**src/rtl/knn3_pkg.sv**
```systemverilog
`timescale 1ns / 1ps
// Shared types and constants for the three-nearest-neighbour classifier.
// Used by every module in rtl/; depends on nothing else.
package knn3_pkg;

  // Table geometry and coordinate width.
  localparam int MAX_POINTS = 16;
  localparam int COORD_BITS = 8;
  localparam int PTR_BITS   = $clog2(MAX_POINTS);
  localparam int DIST_BITS  = 2 * COORD_BITS + 1;
  localparam int COUNT_BITS = PTR_BITS + 1;

  // Field widths fixed by the stream format.
  localparam int INDEX_BITS = 4;
  localparam int S_DATA_BITS = 24;
  localparam int M_DATA_BITS = 16;

  // Configuration port.
  localparam int CFG_INDEX_BITS = 2;
  localparam int CFG_DATA_BITS  = 5;
  localparam logic [CFG_INDEX_BITS-1:0] CFG_POINTS_IN_USE  = 2'd0;
  localparam logic [CFG_INDEX_BITS-1:0] CFG_VOTE_THRESHOLD = 2'd1;
  localparam logic [COUNT_BITS-1:0] POINTS_RESET    = COUNT_BITS'(15);
  localparam logic [1:0]            THRESHOLD_RESET = 2'd2;
  localparam logic [COUNT_BITS-1:0] MIN_POINTS      = COUNT_BITS'(3);

  // Item kinds carried in tuser.
  localparam logic MODE_LOAD  = 1'b0;
  localparam logic MODE_QUERY = 1'b1;

  // One stored reference point.
  typedef struct packed {
    logic                  label;
    logic [COORD_BITS-1:0] lon;
    logic [COORD_BITS-1:0] lat;
  } point_t;

  // The three best candidates, closest first.
  typedef struct packed {
    logic [PTR_BITS-1:0] first;
    logic [PTR_BITS-1:0] second;
    logic [PTR_BITS-1:0] third;
    logic [2:0]          labels;
  } top3_t;

  // Query sequencer states.
  typedef enum logic [1:0] {
    ST_IDLE,
    ST_SCAN,
    ST_DRAIN,
    ST_FINISH
  } state_t;

endpackage

```
**src/rtl/knn3_point_mem.sv**
```systemverilog
`timescale 1ns / 1ps
// Reference point table: one write port, one registered read port.
// Depends on knn3_pkg.
module knn3_point_mem (
  input  logic                          clk,
  input  logic                          wr_en,
  input  logic [knn3_pkg::PTR_BITS-1:0] wr_addr,
  input  knn3_pkg::point_t              wr_data,
  input  logic [knn3_pkg::PTR_BITS-1:0] rd_addr,
  output knn3_pkg::point_t              rd_data
);

  knn3_pkg::point_t mem [knn3_pkg::MAX_POINTS];

  // Write on a load transfer.
  always_ff @(posedge clk) begin
    if (wr_en) begin
      mem[wr_addr] <= wr_data;
    end
  end

  // Registered read for the scan.
  always_ff @(posedge clk) begin
    rd_data <= mem[rd_addr];
  end

endmodule

```
**src/rtl/knn3_dist_unit.sv**
```systemverilog
`timescale 1ns / 1ps
// Shared squared-distance unit: one table entry per cycle, result registered.
// Depends on knn3_pkg.
module knn3_dist_unit (
  input  logic                            clk,
  input  logic                            rst,
  input  logic                            in_valid,
  input  logic [knn3_pkg::PTR_BITS-1:0]   in_idx,
  input  knn3_pkg::point_t                in_point,
  input  logic [knn3_pkg::COORD_BITS-1:0] query_lat,
  input  logic [knn3_pkg::COORD_BITS-1:0] query_lon,
  output logic                            out_valid,
  output logic [knn3_pkg::PTR_BITS-1:0]   out_idx,
  output logic                            out_label,
  output logic [knn3_pkg::DIST_BITS-1:0]  out_dist
);

  logic [knn3_pkg::COORD_BITS-1:0]   diff_lat;
  logic [knn3_pkg::COORD_BITS-1:0]   diff_lon;
  logic [2*knn3_pkg::COORD_BITS-1:0] sq_lat;
  logic [2*knn3_pkg::COORD_BITS-1:0] sq_lon;
  logic [knn3_pkg::DIST_BITS-1:0]    dist_next;

  // Absolute differences, two narrow squares and their sum.
  always_comb begin
    diff_lat = (in_point.lat > query_lat) ? in_point.lat - query_lat
                                          : query_lat - in_point.lat;
    diff_lon = (in_point.lon > query_lon) ? in_point.lon - query_lon
                                          : query_lon - in_point.lon;
    sq_lat    = {{knn3_pkg::COORD_BITS{1'b0}}, diff_lat}
              * {{knn3_pkg::COORD_BITS{1'b0}}, diff_lat};
    sq_lon    = {{knn3_pkg::COORD_BITS{1'b0}}, diff_lon}
              * {{knn3_pkg::COORD_BITS{1'b0}}, diff_lon};
    dist_next = {1'b0, sq_lat} + {1'b0, sq_lon};
  end

  always_ff @(posedge clk) begin
    if (rst) begin
      out_valid <= 1'b0;
    end else begin
      out_valid <= in_valid;
    end
  end

  always_ff @(posedge clk) begin
    out_idx   <= in_idx;
    out_label <= in_point.label;
    out_dist  <= dist_next;
  end

endmodule

```
**src/rtl/knn3_rank3.sv**
```systemverilog
`timescale 1ns / 1ps
// Keeps the three smallest distances seen in a scan, closest first.
// Strict compares keep the lower index on a tie. Depends on knn3_pkg.
module knn3_rank3 (
  input  logic                           clk,
  input  logic                           rst,
  input  logic                           clear,
  input  logic                           in_valid,
  input  logic [knn3_pkg::PTR_BITS-1:0]  in_idx,
  input  logic                           in_label,
  input  logic [knn3_pkg::DIST_BITS-1:0] in_dist,
  output knn3_pkg::top3_t                best
);

  logic [2:0]                     held;
  logic [knn3_pkg::DIST_BITS-1:0] dist0, dist1, dist2;
  logic [2:0]                     ins;

  // Which slots the new candidate beats.
  always_comb begin
    ins[0] = !held[0] || (in_dist < dist0);
    ins[1] = !held[1] || (in_dist < dist1);
    ins[2] = !held[2] || (in_dist < dist2);
  end

  // Slot occupancy.
  always_ff @(posedge clk) begin
    if (rst || clear) begin
      held <= 3'b000;
    end else if (in_valid) begin
      held <= {held[1], held[0], 1'b1};
    end
  end

  // Sorted insertion, shifting worse entries down.
  always_ff @(posedge clk) begin
    if (in_valid && !clear) begin
      if (ins[0]) begin
        dist2 <= dist1;  best.third  <= best.second; best.labels[2] <= best.labels[1];
        dist1 <= dist0;  best.second <= best.first;  best.labels[1] <= best.labels[0];
        dist0 <= in_dist; best.first <= in_idx;      best.labels[0] <= in_label;
      end else if (ins[1]) begin
        dist2 <= dist1;  best.third  <= best.second; best.labels[2] <= best.labels[1];
        dist1 <= in_dist; best.second <= in_idx;     best.labels[1] <= in_label;
      end else if (ins[2]) begin
        dist2 <= in_dist; best.third <= in_idx;      best.labels[2] <= in_label;
      end
    end
  end

endmodule

```
**src/rtl/knn3_majority_classifier_core.sv**
```systemverilog
`timescale 1ns / 1ps
// Three-nearest-neighbour majority classifier, top level. A load writes its point
// into the table on transfer. A query scans N entries, one after another, N being
// points_in_use held between 3 and 16, then drains the read and distance stages and
// loads the output register; the next item is taken after that, unless a waiting
// result holds the last state. Synchronous active-high reset sets the registers to
// 15 and 2 and empties the output; the point table is kept.
module knn3_majority_classifier_core (
  input  logic                                clk,
  input  logic                                rst,
  // Input stream. tdata: entry_index[3:0], latitude[11:4], longitude[19:12],
  // label_bit[20], zero fill. tuser: mode[0].
  input  logic                                s_tvalid,
  output logic                                s_tready,
  input  logic [knn3_pkg::S_DATA_BITS-1:0]    s_tdata,
  input  logic [0:0]                          s_tuser,
  // Result stream. tdata: positive[0], nearest_first[4:1],
  // nearest_second[8:5], nearest_third[12:9], zero fill.
  output logic                                m_tvalid,
  input  logic                                m_tready,
  output logic [knn3_pkg::M_DATA_BITS-1:0]    m_tdata,
  // Configuration writes.
  input  logic                                cfg_valid,
  output logic                                cfg_ready,
  input  logic [knn3_pkg::CFG_INDEX_BITS-1:0] cfg_index,
  input  logic [knn3_pkg::CFG_DATA_BITS-1:0]  cfg_data
);

  knn3_pkg::state_t state, state_next;

  logic [knn3_pkg::COUNT_BITS-1:0] points_in_use;
  logic [1:0]                      vote_threshold;
  logic [knn3_pkg::COUNT_BITS-1:0] count;
  logic [knn3_pkg::PTR_BITS-1:0]   last_idx;

  logic [knn3_pkg::COORD_BITS-1:0] query_lat, query_lon;
  logic [knn3_pkg::PTR_BITS-1:0]   scan_idx;
  logic                            rd_valid;
  logic [knn3_pkg::PTR_BITS-1:0]   rd_idx;
  knn3_pkg::point_t                rd_point;
  knn3_pkg::point_t                wr_point;

  logic                            dist_valid;
  logic [knn3_pkg::PTR_BITS-1:0]   dist_idx;
  logic                            dist_label;
  logic [knn3_pkg::DIST_BITS-1:0]  cand_dist;
  knn3_pkg::top3_t                 best;

  logic                            s_xfer, load_xfer, query_xfer;
  logic                            out_load;
  logic [1:0]                      hits;

  // Input field views.
  logic [knn3_pkg::INDEX_BITS-1:0] in_entry;
  logic [knn3_pkg::COORD_BITS-1:0] in_lat, in_lon;
  logic                            in_label;

  assign in_entry = s_tdata[3:0];
  assign in_lat   = s_tdata[11:4];
  assign in_lon   = s_tdata[19:12];
  assign in_label = s_tdata[20];

  assign s_tready   = (state == knn3_pkg::ST_IDLE);
  assign s_xfer     = s_tvalid && s_tready;
  assign load_xfer  = s_xfer && (s_tuser[0] == knn3_pkg::MODE_LOAD);
  assign query_xfer = s_xfer && (s_tuser[0] == knn3_pkg::MODE_QUERY);
  assign cfg_ready  = 1'b1;

  // Configuration registers.
  always_ff @(posedge clk) begin
    if (rst) begin
      points_in_use  <= knn3_pkg::POINTS_RESET;
      vote_threshold <= knn3_pkg::THRESHOLD_RESET;
    end else if (cfg_valid) begin
      case (cfg_index)
        knn3_pkg::CFG_POINTS_IN_USE:  points_in_use  <= cfg_data;
        knn3_pkg::CFG_VOTE_THRESHOLD: vote_threshold <= cfg_data[1:0];
        default: ;
      endcase
    end
  end

  // Entries searched, held between three and the table depth.
  always_comb begin
    if (points_in_use < knn3_pkg::MIN_POINTS) begin
      count = knn3_pkg::MIN_POINTS;
    end else if (points_in_use > knn3_pkg::COUNT_BITS'(knn3_pkg::MAX_POINTS)) begin
      count = knn3_pkg::COUNT_BITS'(knn3_pkg::MAX_POINTS);
    end else begin
      count = points_in_use;
    end
    last_idx = knn3_pkg::PTR_BITS'(count - 1'b1);
  end

  // Point table.
  assign wr_point = '{label: in_label, lon: in_lon, lat: in_lat};

  knn3_point_mem u_mem (
    .clk     (clk),
    .wr_en   (load_xfer),
    .wr_addr (knn3_pkg::PTR_BITS'(in_entry)),
    .wr_data (wr_point),
    .rd_addr (scan_idx),
    .rd_data (rd_point)
  );

  // Read pipeline tracking and query latch.
  always_ff @(posedge clk) begin
    if (rst) begin
      rd_valid <= 1'b0;
    end else begin
      rd_valid <= (state == knn3_pkg::ST_SCAN);
    end
  end

  always_ff @(posedge clk) begin
    rd_idx <= scan_idx;
    if (query_xfer) begin
      query_lat <= in_lat;
      query_lon <= in_lon;
    end
  end

  // Scan address counter.
  always_ff @(posedge clk) begin
    if (rst || query_xfer) begin
      scan_idx <= '0;
    end else if (state == knn3_pkg::ST_SCAN) begin
      scan_idx <= scan_idx + 1'b1;
    end
  end

  knn3_dist_unit u_dist (
    .clk       (clk),
    .rst       (rst),
    .in_valid  (rd_valid),
    .in_idx    (rd_idx),
    .in_point  (rd_point),
    .query_lat (query_lat),
    .query_lon (query_lon),
    .out_valid (dist_valid),
    .out_idx   (dist_idx),
    .out_label (dist_label),
    .out_dist  (cand_dist)
  );

  knn3_rank3 u_rank (
    .clk      (clk),
    .rst      (rst),
    .clear    (query_xfer),
    .in_valid (dist_valid),
    .in_idx   (dist_idx),
    .in_label (dist_label),
    .in_dist  (cand_dist),
    .best     (best)
  );

  // Sequencer state register.
  always_ff @(posedge clk) begin
    if (rst) begin
      state <= knn3_pkg::ST_IDLE;
    end else begin
      state <= state_next;
    end
  end

  // Next state and output load.
  always_comb begin
    state_next = state;
    out_load   = 1'b0;
    case (state)
      knn3_pkg::ST_IDLE: begin
        if (query_xfer) state_next = knn3_pkg::ST_SCAN;
      end
      knn3_pkg::ST_SCAN: begin
        if (scan_idx == last_idx) state_next = knn3_pkg::ST_DRAIN;
      end
      knn3_pkg::ST_DRAIN: begin
        if (!rd_valid && !dist_valid) state_next = knn3_pkg::ST_FINISH;
      end
      knn3_pkg::ST_FINISH: begin
        if (!m_tvalid || m_tready) begin
          out_load   = 1'b1;
          state_next = knn3_pkg::ST_IDLE;
        end
      end
      default: state_next = knn3_pkg::ST_IDLE;
    endcase
  end

  // Vote count over the three neighbours.
  assign hits = 2'(best.labels[0]) + 2'(best.labels[1]) + 2'(best.labels[2]);

  // Output register.
  always_ff @(posedge clk) begin
    if (rst) begin
      m_tvalid <= 1'b0;
    end else if (out_load) begin
      m_tvalid <= 1'b1;
    end else if (m_tready) begin
      m_tvalid <= 1'b0;
    end
  end

  always_ff @(posedge clk) begin
    if (out_load) begin
      m_tdata <= {3'b000,
                  knn3_pkg::INDEX_BITS'(best.third),
                  knn3_pkg::INDEX_BITS'(best.second),
                  knn3_pkg::INDEX_BITS'(best.first),
                  (hits >= vote_threshold)};
    end
  end

  // The three reported neighbours are always distinct entries.
  assert property (@(posedge clk) disable iff (rst)
    m_tvalid |-> (m_tdata[4:1] != m_tdata[8:5]) && (m_tdata[8:5] != m_tdata[12:9])
                 && (m_tdata[4:1] != m_tdata[12:9]))
    else $error("duplicate neighbour index in result");

  // A load never produces a result.
  assert property (@(posedge clk) disable iff (rst)
    load_xfer |=> !$rose(m_tvalid))
    else $error("result raised after a load transfer");

  // The scan pipeline is empty whenever new items are taken.
  assert property (@(posedge clk) disable iff (rst)
    (state == knn3_pkg::ST_IDLE) |-> (!rd_valid && !dist_valid))
    else $error("scan pipeline busy while idle");

endmodule
```
**config.mk**
```make
export PLATFORM = sky130hd
export DESIGN_NAME = knn3_majority_classifier_core
export DESIGN_NICKNAME = d
export VERILOG_FILES = /design/src/rtl/knn3_pkg.sv /design/src/rtl/knn3_point_mem.sv /design/src/rtl/knn3_dist_unit.sv /design/src/rtl/knn3_rank3.sv /design/src/rtl/knn3_majority_classifier_core.sv
export SDC_FILE = /design/constraint.sdc
export NUM_CORES = 1
export LEC_CHECK = 0
export BUFFER_PORTS_ARGS = -buffer_cell sky130_fd_sc_hd__buf_2
export CAP_MARGIN = 20
export CORE_ASPECT_RATIO = 1.5
export CORE_MARGIN = 4
export CORE_UTILIZATION = 50
export CTS_CLUSTER_SIZE = 20
export DETAILED_ROUTE_END_ITERATION = 16
export PLACE_DENSITY = 0.72
export SYNTH_ARGS = -nofsm -noshare
export SYNTH_HDL_FRONTEND = slang
export SYNTH_SLANG_ARGS = --single-unit
```
**constraint.sdc**
```tcl
create_clock -name clk -period 9.25 [get_ports clk]
set_input_delay 0.925 -clock clk [delete_from_list [all_inputs] [get_ports clk]]
set_output_delay 0.925 -clock clk [all_outputs]
set_load 0.01 [all_outputs]
```
# Word-level counts from Yosys, hierarchy flattened
# Memory sizes are Yosys's and may differ from the RTL's. A register that Yosys moved wholly into a read port is not among the register bits.
# Cells that the tools add are included.
# word_totals
romBits	0
input_bits	37
mem_count	1
latchBits	0
regBits	140
mem_bits_rw	272
# op_classes
n_shift	0
n_lt_le_gt_ge	8
n_bitwise	1
addsub	9
n_mux	25
multipliers	2
n_eq_ne	9
div	0
n_reduce_logical	28
# memory_table
memory	words	word_bits	rd	rd_clocked_by_memory_dff	wr	line_no	source
u_mem.mem	16	17	1	1	1	knn3_point_mem.sv:13	knn3_pkg::point_t mem [knn3_pkg::MAX_POINTS];
# op_table
operator	count
two-way mux 17 bit	5
less-than comparator 17 bit	3
multiplier 8 x 8 -> 16 bit	2
subtractor 8 bit	4
adder 16 x 16 -> 17 bit	1
> comparator 8 bit	2
two-way mux 8 bit	2
two-way mux 4 bit	3
two-way mux 10 bit	1
two-way mux 5 bit	2
AND reduction 2 bit	5
two-way mux 2 bit	4
case mux 2 bit (4 select lines)	1
logical NOT 1 bit	7
two-way mux 1 bit	7
> comparator 5 bit, second input constant	1
logical AND 1 bit	5
logical OR 1 bit	5
less-than comparator 5 x 2 -> 1 bit, second input constant	1
adder 4 x 1 -> 4 bit, second input constant	1
== test 2 x 1 -> 1 bit, second input constant	2
== test 2 bit, second input constant	2
== test 4 bit	1
logical NOT 2 bit	2
other kinds (10)	13

# Depth between registers and ports, before layout
# logic_depth
word_depth	7
ltp_mapped	33

# Cells and area by module
# Synthesis repeated with hierarchy kept, for this count alone.
# unflattened
hier_cells	1473
area_unflattened_um2	21594.5
# modules_own_cells
mod	seq_area_each_um2	n_inst	area_per_inst_um2	cells_per_inst
knn3_point_mem	8508.2	1	10637.7	458
knn3_dist_unit	460.4	1	5213.8	586
knn3_rank3	2042.0	1	3877.5	299
knn3_majority_classifier_core	1251.2	1	1865.5	130

# Worst setup path before layout
# OpenSTA, ideal clock, no wires.
# synth_timing
kind	reg2reg
startpoint	register query_lon[0] (netlist name)
endpoint	register u_dist.out_dist[16] (netlist name)
path_stages_with_launch	30
synth_period_minus_slack_ps	7696
required_time_ps	9178
n_path_buf	0
setup_slack_ps	1554
setup_ps	72
t_arrival_ps	7624
path_cell_list	edfxtp_1 -> ha_1 -> inv_1 -> fa_1 -> a21o_1 -> a21oi_1 -> o21bai_1 -> nand2_2 -> mux2i_1 -> mux2_2 -> a311oi_1 -> o211ai_1 -> nand2b_1 -> fa_1 -> inv_1 -> fa_1 -> fa_1 -> fa_1 -> fa_1 -> inv_1 -> fa_1 -> inv_1 -> ha_1 -> and2_1 -> o21ai_0 -> o31ai_1 -> or4_1 -> a31o_2 -> a21oi_1 -> xnor2_1
# synth_between
elab_chain_cells	4
word_cells_on_any_way	6
# synth_lines
element	line_no	source
start: declaration	knn3_majority_classifier_core.sv:36	logic [knn3_pkg::COORD_BITS-1:0] query_lat, query_lon;
start signal: assignment	knn3_majority_classifier_core.sv:120	query_lon <= in_lon;
subtractor 8 bit (tied with other cells)	knn3_dist_unit.sv:29	: query_lon - in_point.lon;
two-way mux 8 bit *	knn3_dist_unit.sv:28	diff_lon = (in_point.lon > query_lon) ? in_point.lon - query_lon
multiplier 8 x 8 -> 16 bit *	knn3_dist_unit.sv:33	* {{knn3_pkg::COORD_BITS{1'b0}}, diff_lon};
adder 16 x 16 -> 17 bit *	knn3_dist_unit.sv:34	dist_next = {1'b0, sq_lat} + {1'b0, sq_lon};
via u_dist.dist_next (one bit)	knn3_dist_unit.sv:22	logic [knn3_pkg::DIST_BITS-1:0] dist_next;
end signal: assignment	knn3_dist_unit.sv:48	out_dist <= dist_next;
end: declaration	knn3_dist_unit.sv:15	output logic [knn3_pkg::DIST_BITS-1:0] out_dist
# Mark *: on every way through the listed nets, which the timed path passes. The rest lies on a longest branch.
# A chain may end at the register's enable or synchronous reset.

# Final worst setup path
# Ends and elaborated chain as after synthesis.

==> summary.md <==
| Metric | Value |
|---|---|
| Detailed Routing Iterations Pass 1 | 4 |
| GRT Total Usage | ~18% |
| GP Congestion | 0.840 |
| Vias in the first global route | 12400 |
| Post-synth top cells | 367 x edfxtp_1, 214 x inv_1, 138 x ha_1 |
| WL final | 41300 um |
| Status | completed |
| # clock sinks | 429 |
| Post-Synth Adder-Cell Area | 15.6% |
| DR vias/cell | 5.45 |
| Routed WL per cell | 19.5 um |
| Worst-path fanout max | 8 |
| Seq/Total Area, Yosys | 57.1% |
| Register Area | 0.0123 sq mm |
| Post-Synth XOR/XNOR Area | under 10% |
| Cts repair resizes | 0 |
| Ys flop type | edfxtp_1 |
| Post-synth top area cell | edfxtp_1 |
| Ys async rst share | 0% |
| Die area | 0.0464 sq mm |
| Post-synth EDFFs | 367 |
| Root buf cell | clkbuf_16 |
| Largest net degree at the start of global routing | 74 |
| Flops & latches, synth | 429 |
| First-pass GRT wire length | around 66000 um |
| Initial core utilization | 50.8% |
| Layout cells sized above 1 | 20.5% |
| Syn Area/Cell | 15.0 sq um |
| Yosys cell types | 71 |
| Share of the synthesized area in the top cell type | 51.3% |
| Core area | 0.0422 sq mm |
| CP peak stage delay | around 0.55 ns |
| Unrepaired setup endpoints after global routing | false |
| CP Data Arrival Time | 8.89 ns |
| Final hold vios | 0 |
| Area delta synth->final | 11.5% |
| Simple-Gate Fraction of Synth Area | 5.01% |
| Max-slew violations | 0 |
| Setup TNS | 0 ns |
| Drc violations | 0 |
| Post-DP HPWL | 27300 um |
| Post-Synthesis Cells | around 1400 |
| H-tree levels | 2 |
| Antenna Cells | 0 |
| Total grt overflow | 0 |
| Initial antenna violation count | 0 |
| Total CTS buffers | 40 |
| Hold Path Class | register to register |
| IO Pins | 56 |
| Clock Path Buffers | 3 |
| Filler cell count | 3254 |
| Footprint of the multi-input gates | 0.00832 sq mm |
| Most common cell in the netlist | edfxtp_1 |
| Hold slack | 0.334 ns |
| Hold_buf cts | 0 |
| Mux cell area share after synthesis | around 12% |
| CP max-delay cell | fa_1 |
| Most frequent CP cell | fa_1 |
| Fmax | roughly 0.12 GHz |
| Worst-margin pin slew | 1.09 ns |
| Ys Warns | 0 |
| Clock Pin Slew Worst Setup and Hold Paths | about 0.07 ns |
| Worst slew margin | 27.2% |
| Iter 0 DRT Violations | between 600 and 700 |
| IO buf count | 48 |
| Final setup vio count | 0 |
| Worst skew pair latency | around 0.54 ns |
| CP endpoint kind | register |
| Crit start category | register |
| Final Core Density | a little under three fifths |
| Post-synthesis cell area | 0.0215 sq mm |
| Final #Nets | ~1800 |
| Vias | 11500 |
| Largest family of logic cells by synthesized area | adder cells |
| Max Cap Viol | 0 |
| Die Y | 262 um |
| Top post-synthesis cells by area | edfxtp_1 51%, mux4_2 8.9%, ha_1 8.0% |
| CTS tree | done |
| Minimum clock period | roughly 8.4 ns |
| Rows | 92 |
| Critical path class | register to register |
| Fin cells | ~2100 |
| Required @ worst endpoint | 9.72 ns |
| Post-CTS Setup Bufs | 0 |
| Antenna-violating nets left | 0 |
| Chip Width | 177 um |
| Placed cells | 2037 |
| Synth Area in Compound Gates | a little over 4% |
| Final Skew | 0.0104 ns |
| Final period util | 91.1% |
## per-stage QoR
stage          area (sq um)  setup WS, ns
4_1_cts               23900         0.867
5_1_grt               23900         0.359
3_3_place_gp          22600          1.08
3_5_place_dp          22600         0.970
2_1_floorplan         21500          1.55
6_report              23900         0.823
## worst paths after layout
path	from	to	slack (ns)	cells after the start
worst max-delay path	query_lon[0]$_DFFE_PP_	u_dist.out_dist[16]$_DFF_P_	0.82	29
worst min register to register	rd_idx[1]$_DFF_P_	u_dist.out_idx[1]$_DFF_P_	0.33	0
worst min-delay path	rd_idx[1]$_DFF_P_	u_dist.out_idx[1]$_DFF_P_	0.33	0
worst max register to register	query_lon[0]$_DFFE_PP_	u_dist.out_dist[16]$_DFF_P_	0.82	29
## critical path: cells and delay by family, from the launching register on
family                     cells  cell delay [ns]
DFF                            1             0.35
adders and majority gates      9             4.01
and+or+nand+nor                4             1.04
xor gates and xnor gates       1             0.13
AOI/OAI and AO/OA              9             1.88
buffers and inverters          4             0.22
muxes                          2             0.71
## area by class of cell
type | count | area share, %
Sequential cell | 429 | 51.2
Multi-Input combinational cell | 751 | 34.8
Clock buffer | 57 | 4.88
Inverter | 216 | 3.39
Tap cell | 564 | 2.95
Timing Repair Buffer | 79 | 2.06
Clock inverter | 17 | 0.732
## sequential cells by signal (all words and copies together), names as in the netlist, 5 cells and up
name / count
query_lat: 8
m_tdata: 13
u_mem.rd_data: 17
u_rank.best: 15
u_dist.out_dist: 17
query_lon: 8
points_in_use: 5
u_rank.dist2: 17
u_rank.dist1: 17
u_mem.mem: 272
u_rank.dist0: 17
## layer usage
metal	vias up	wire (um)	GRT usage [%]	share of wire [%]
li1	5326	-	-	-
met1	5901	14900	20.5	36
met2	208	23800	36.4	58
met3	72	1350	2.19	3.3
met4	0	1210	5.53	2.9
met5	-	0	0	0
## logic make-up (layout without fill, tap and decap cells)
group,after synthesis,in the layout
DFF,429,429
buffers and inverters,251,369
adders and majority gates,219,219
and+or+nand+nor,216,216
muxes,147,147
AOI/OAI and AO/OA,128,128
xor gates and xnor gates,37,37
other,2,4
## cells in the final DEF (no fill, tap or decap), types with 7 or more instances in the layout
cell type and n:
nor2_2 13, edfxtp_1 367, buf_4 30, nor2b_1 14
a21oi_1 40, mux2i_1 15, dfxtp_1 60, a21o_1 18
clkbuf_16 43, nand2b_1 14, fa_1 81, o21bai_1 7
o21ai_0 18, ha_1 138, xor2_1 9, mux2_2 46
inv_1 214, xnor2_1 27, nor3_1 8, nand4_1 9
clkbuf_1 10, nand3_1 11, buf_2 48, nor2_1 72
mux4_2 85, nand2_1 36
Power is not shown: default switching activity piles up to over one toggle a cycle in this logic, so the estimate is an artifact.
